### config.mk
export PLATFORM = sky130hd
export DESIGN_NAME = nofm_ctrl
export DESIGN_NICKNAME = d
export VERILOG_FILES = /design/src/hw/rtl/nofm_pkg.sv /design/src/hw/rtl/nofm_ctrl.sv
export SDC_FILE = /design/constraint.sdc
export NUM_CORES = 1
export LEC_CHECK = 0
export ABC_AREA = 1
export BUFFER_PORTS_ARGS = -buffer_cell sky130_fd_sc_hd__buf_2
export CAP_MARGIN = 20
export CORE_AREA = 2 2 39 41
export CTS_CLUSTER_SIZE = 20
export DETAILED_ROUTE_END_ITERATION = 8
export DIE_AREA = 0 0 41 43
export REMOVE_ABC_BUFFERS = 1
export SLEW_MARGIN = 0
export SYNTH_ARGS = -nofsm -noshare
export SYNTH_HDL_FRONTEND = slang
export SYNTH_SLANG_ARGS = --single-unit
### constraint.sdc
create_clock -name aclk -period 1.68 [get_ports aclk]
set_input_delay 0.336 -clock aclk [delete_from_list [all_inputs] [get_ports aclk]]
set_output_delay 0.336 -clock aclk [all_outputs]
set_load 0.005 [all_outputs]
### src/hw/rtl/nofm_pkg.sv
// ----------------------------------------------------------------------------
// nofm_pkg: shared definitions for the n-of-m occurrence filter
// Widths, operation and register codes, controller states and the command
// and status bundles that pass between the controller and the datapath.
// ----------------------------------------------------------------------------
package nofm_pkg;

    // Field widths
    localparam int ID_W       = 12;
    localparam int CNT_W      = 9;
    localparam int N_W        = 8;
    localparam int S_TDATA_W  = 16;
    localparam int M_TDATA_W  = 16;
    localparam int CFG_ADDR_W = 1;
    localparam int CFG_DATA_W = 8;

    // Default size of the counter store
    localparam int NUM_IDS_DEF = 4096;

    // Register reset values
    localparam logic [N_W-1:0] N_REQUIRED_RST = 8'd1;
    localparam logic           EXACT_MODE_RST = 1'b0;

    // Operation codes carried in s_tuser
    localparam logic OP_LOAD    = 1'b0;
    localparam logic OP_READOUT = 1'b1;

    // Configuration register indexes
    localparam logic [CFG_ADDR_W-1:0] CFG_N_REQUIRED = 1'b0;
    localparam logic [CFG_ADDR_W-1:0] CFG_EXACT_MODE = 1'b1;

    typedef enum logic [1:0] {
        ST_CLEAR,
        ST_IDLE,
        ST_UPDATE
    } ctrl_state_t;

    typedef struct packed {
        logic clear_wr;  // write zero at the sweep address and advance it
        logic accept;    // take the input transfer and start the counter read
        logic commit;    // write the counter back and load any result
    } nofm_cmd_t;

    typedef struct packed {
        logic clear_last;  // the sweep is at the final entry
        logic is_readout;  // the item in hand is a readout
        logic out_free;    // the output register can take a result now
    } nofm_stat_t;

endpackage

### src/hw/rtl/nofm_ctrl.sv
// ----------------------------------------------------------------------------
// nofm_ctrl: sequencing controller
// Runs the clearing sweep after reset, then takes one item at a time
// through an accept cycle and an update cycle.
// ----------------------------------------------------------------------------
module nofm_ctrl (
    input  logic                  aclk,
    input  logic                  aresetn,
    input  logic                  s_tvalid,
    output logic                  s_tready,
    input  nofm_pkg::nofm_stat_t  stat,
    output nofm_pkg::nofm_cmd_t   cmd
);

    import nofm_pkg::*;

    ctrl_state_t state_reg;
    ctrl_state_t state_next;

    always_ff @(posedge aclk) begin
        if (!aresetn) begin
            state_reg <= ST_CLEAR;
        end else begin
            state_reg <= state_next;
        end
    end

    always_comb begin
        state_next   = state_reg;
        s_tready     = 1'b0;
        cmd.clear_wr = 1'b0;
        cmd.accept   = 1'b0;
        cmd.commit   = 1'b0;
        case (state_reg)
            ST_CLEAR: begin
                cmd.clear_wr = 1'b1;
                if (stat.clear_last) begin
                    state_next = ST_IDLE;
                end
            end
            ST_IDLE: begin
                s_tready = 1'b1;
                if (s_tvalid) begin
                    cmd.accept = 1'b1;
                    state_next = ST_UPDATE;
                end
            end
            ST_UPDATE: begin
                // A readout waits here while the result register is still full.
                if (!stat.is_readout || stat.out_free) begin
                    cmd.commit = 1'b1;
                    state_next = ST_IDLE;
                end
            end
            default: begin
                state_next = ST_CLEAR;
            end
        endcase
    end

endmodule

; ---- After elaboration in Yosys (flattened, before gate mapping)
; Cells that the tools add are included.
; Widths: inputs -> output; s select.
[word_totals]
regBits = 2
input_bits = 6
out_inout_bits = 4
elab_cells = 20
[classes]
eq_ne = 5
n_reduce_logical = 4
n_mux = 10
[op_table]
columns = cell, n
row1 = $mux 1, 6
row2 = $mux 2, 3
row3 = $ne 2x2->1 const B, 3
row4 = $pmux 2 s3, 1
row5 = $reduce_and 3->1, 1
row6 = $eq 2x1->1 const B, 1
row7 = $eq 2x2->1 const B, 1
row8 = $logic_not 2->1, 1
row9 = $logic_not 1->1, 1
row10 = $logic_or 1x1->1, 1

; ---- Depth between registers and ports, before layout
[depth]
word_depth = 4
depth_mapped = 5

; ---- Worst setup path after synthesis
; No wires, ideal clock.
[synth_timing]
path_type = register to output
startpoint = register state_reg[1]
endpoint = output port cmd[0] in the netlist's numbering
t_required_ns = 1.344
path_stages_with_launch = 3
slack_ns = 0.752
arrival_ns = 0.592
cell_sequence = dfxtp_1 > inv_2 > nor3_1
[synth_lines]
columns = item, line_no
row1 = start: declaration, nofm_ctrl.sv:17  ; ctrl_state_t state_reg;
row2 = start signal: assignment, nofm_ctrl.sv:24  ; state_reg <= state_next;
row3 = end: declaration, nofm_ctrl.sv:12  ; output nofm_pkg::nofm_cmd_t cmd

==> out/qor_table.md <==
| Metric | This run |
| --- | --- |
| Number of synthesized flops with an enable pin | 0 |
| CTS H-tree lvls | 1 |
| Sequential share of power | 28.3% |
| Skew final | 0.0002380 ns |
| Placeable core area | 1384 µm² |
| Area of the die | 1763 µm² |
| Status | finished, final reports clean |
| Clock Sinks | 2 |
| Final design area excluding fillers | 210.2 µm² |
| Main combinational cell family by area after synthesis | simple AND/OR/NAND/NOR gates |
| Post-CTS setup-driven buffer insertion count | 0 |
| Worst slew margin | 88.91% |
| Worst Max-Slew Pin Slew | 0.1645 ns |
| Critical path endpoint category | output port |
| Multiplexer share of the synthesized area | 0% |
| Synthesized-area fraction occupied by and/or/nand/nor cells | 37.76% |
| Post_cts resized | 0 |
| Seq cells post-synth | 2 |
| Data arrival time at the worst-slack endpoint | 0.93 ns |
| Number of max-slew violations in the final report | 0 |
| Area fraction of the dominant cell type after synthesis | 32.65% |
| Synth Area in XOR/XNOR | 0% |
| Die outline width | 41 µm |
| Setup repair after global routing missed its margin | no |
| Max reg flops | 2 |
| Residual overflow from global routing | 0 |
| First-pass GRT wire length | 524 µm |
| Primary FF master, synth | dfxtp_1 |
| Switching share of power | 25.11% |
| Clock network fraction of total power | 55.7% |
| N_diodes | 0 |
| Hold buffer count at cts | 0 |
| Sequential element share of the synthesized area | 32.65% |
| Most frequent cells after synthesis | 5 x inv_1, 5 x nand2_1, 3 x nor2_1 |
| Cell total after placement | 46 |
| Core Util, Final | 15.19% |
| Drc violations | 0 |
| Post-synth cell types | 10 |
| TritonRoute pass-1 iters | 1 |
| Post-synthesis average cell area | 5.839 µm² |
| Internal power consumption | 0.0001459 W |
| Initial standard-cell utilization of the core | 8.861% |
| Netlist Area Pre-Place | 122.6 µm² |
| Clock latency of the later-clocked register in the worst-skew pair | 0.23 ns |
| Leakage power of the design | 0.1294 nW |
| Buffers added on ports | 9 |
| Num CTS Buffers | 3 |
| Relative contribution of combinational cells to total power | 16.0% |
| Total wire length | 323 µm |
| Maximum number of pins on one net before global-route repair | 7 |
| Power density over cell area | 927.1 nW/µm² |
| Routed WL per cell | 6.592 µm |
| Type of the worst setup path | flip-flop to output port |
| Detail Route Antenna Nets | 0 |
| Share of synthesized registers carrying an async set or reset | 0% |
| Startpoint Class | flip-flop |
| Initial antenna violation count | 0 |
| Buffer depth of the longest clock path | 2 |
| Maximum capacitance violations | 0 |
| Final weighted congestion in routability-driven placement | 0.5939 |
| TritonCTS clock tree | done |
| Type of the tightest min-delay check | input pin to flip-flop |
| Via count of the first global-routing pass | 151 |
| Largest fanout on the critical path | 6 |
| Max Fclk | 0.7911 GHz |
| Combined global-route utilization of all metal layers | 5.900% |
| IO Pins | 10 |
| Minimum clock period | 1.264 ns |
| Area added between synthesis and finish | 71.43% |
| Final hold violation count | 0 |
| Cell taking the most area after synthesis | dfxtp_1 |
| Ranking of synthesized cells by area | dfxtp_1 33%, inv_1 15%, nand2_1 15% |
| Filler-free cell count of the finished design | 49 |
| Total half-perimeter wirelength after legalization and detailed placement | 254.4 µm |
| Final layout net count | 41 |
| Detailed Route Iter0 Violations | 0 |
| Clk root buf | clkbuf_4 |
| Vias | 160 |
| Final setup violating endpoints | 0 |
| Post-DP Area | 187.7 µm² |
| Number of vias per cell after detailed routing | 3.265 |
| Crit share post-route | 75.24% |
| Sw power | 0.00004893 W |
| Proportion of layout cells with a drive suffix above 1 | 45.45% |
| Data required time at the worst endpoint | 1.34 ns |
| Largest vdd supply drop | 171.0 µV |
| Clock transition at path regs | 0.03 ns |
| Compound-Gate Fraction of Synth Area | 11.22% |
| Mapped Cells | 21 |
| Chip height | 43 µm |
| Ys Warns | 0 |
| Summed negative setup slack over all endpoints | 0 ns |
| Floorplan row count | 14 |
| Synth Area in Adders | 0% |
-- cell families (layout without fill, tap and decap cells) --
group,count (synthesis),after routing
AOI/OAI and AO/OA,2,2
and+or+nand+nor,11,11
buffers and inverters,6,18
DFF,2,2
-- cell usage in the layout, fill, tap and decap left out, drive strengths merged --
cell type  instances
a21oi              1
buf                9
clkbuf             3
dfxtp              2
inv                6
nand2              5
nand3              1
nor2               4
nor3               1
o21ai              1
-- power by group through the flow --
| stage | Sequential [W] | Clock, W | Combinational, W |
|---|---|---|---|
| CTS | 0.0000551 | 0.000115 | 0.0000320 |
| floorplan | 0.0000552 | 0 | 0.0000170 |
| global route | 0.0000562 | 0.000118 | 0.0000372 |
| finish | 0.0000551 | 0.000109 | 0.0000312 |
| detailed placement | 0.0000558 | 0 | 0.0000315 |
| global placement | 0.0000558 | 0 | 0.0000310 |
-- routing by layer --
layer	global-route usage, %	vias to the layer above	wire (µm)
met2	6.250	6	166
met4	14.00	0	17
met5	0	-	0
met1	4.127	65	105
met3	2.618	2	34
li1	-	87	-
-- stage by stage --
step / setup WS (ns) / hold slack [ns] / power, W
floorplan: 0.7522 / 0.4575 / 0.00007212
global placement: 0.5986 / 0.5784 / 0.00008687
detailed placement: 0.5798 / 0.5808 / 0.00008731
CTS: 0.4034 / 0.3399 / 0.0002024
global route: 0.3001 / 0.3463 / 0.0002118
finish: 0.4159 / 0.3491 / 0.0001949
-- final timing paths --
check                             from                        end  slack (ns)  depth (start not counted)
max          state_reg[0]$_SDFFE_PN0P_                     cmd[1]        0.42                          3
min                            aresetn  state_reg[1]$_SDFFE_PN0P_        0.35                          3
max reg2reg  state_reg[1]$_SDFFE_PN0P_  state_reg[0]$_SDFFE_PN0P_        0.88                          5
min reg2reg  state_reg[0]$_SDFFE_PN0P_  state_reg[1]$_SDFFE_PN0P_        0.59                          2
-- cell type report --
| cell class | instances | area (µm²) |
|---|---|---|
| repair buffers | 9 | 45.04 |
| clock buffers | 3 | 22.52 |
| multi-input cells | 13 | 60.06 |
| flip-flops and latches | 2 | 40.04 |
| inverters | 6 | 22.52 |
| fillers | 166 | 1174 |
| well taps | 16 | 20.02 |
-- worst max-delay path, cell delays in order, from the launching register on --
cell	delay, ns
dfxtp_1	0.39
nand3_1	0.15
inv_1	0.07
buf_2	0.10
(Power assumes the default switching activity.)
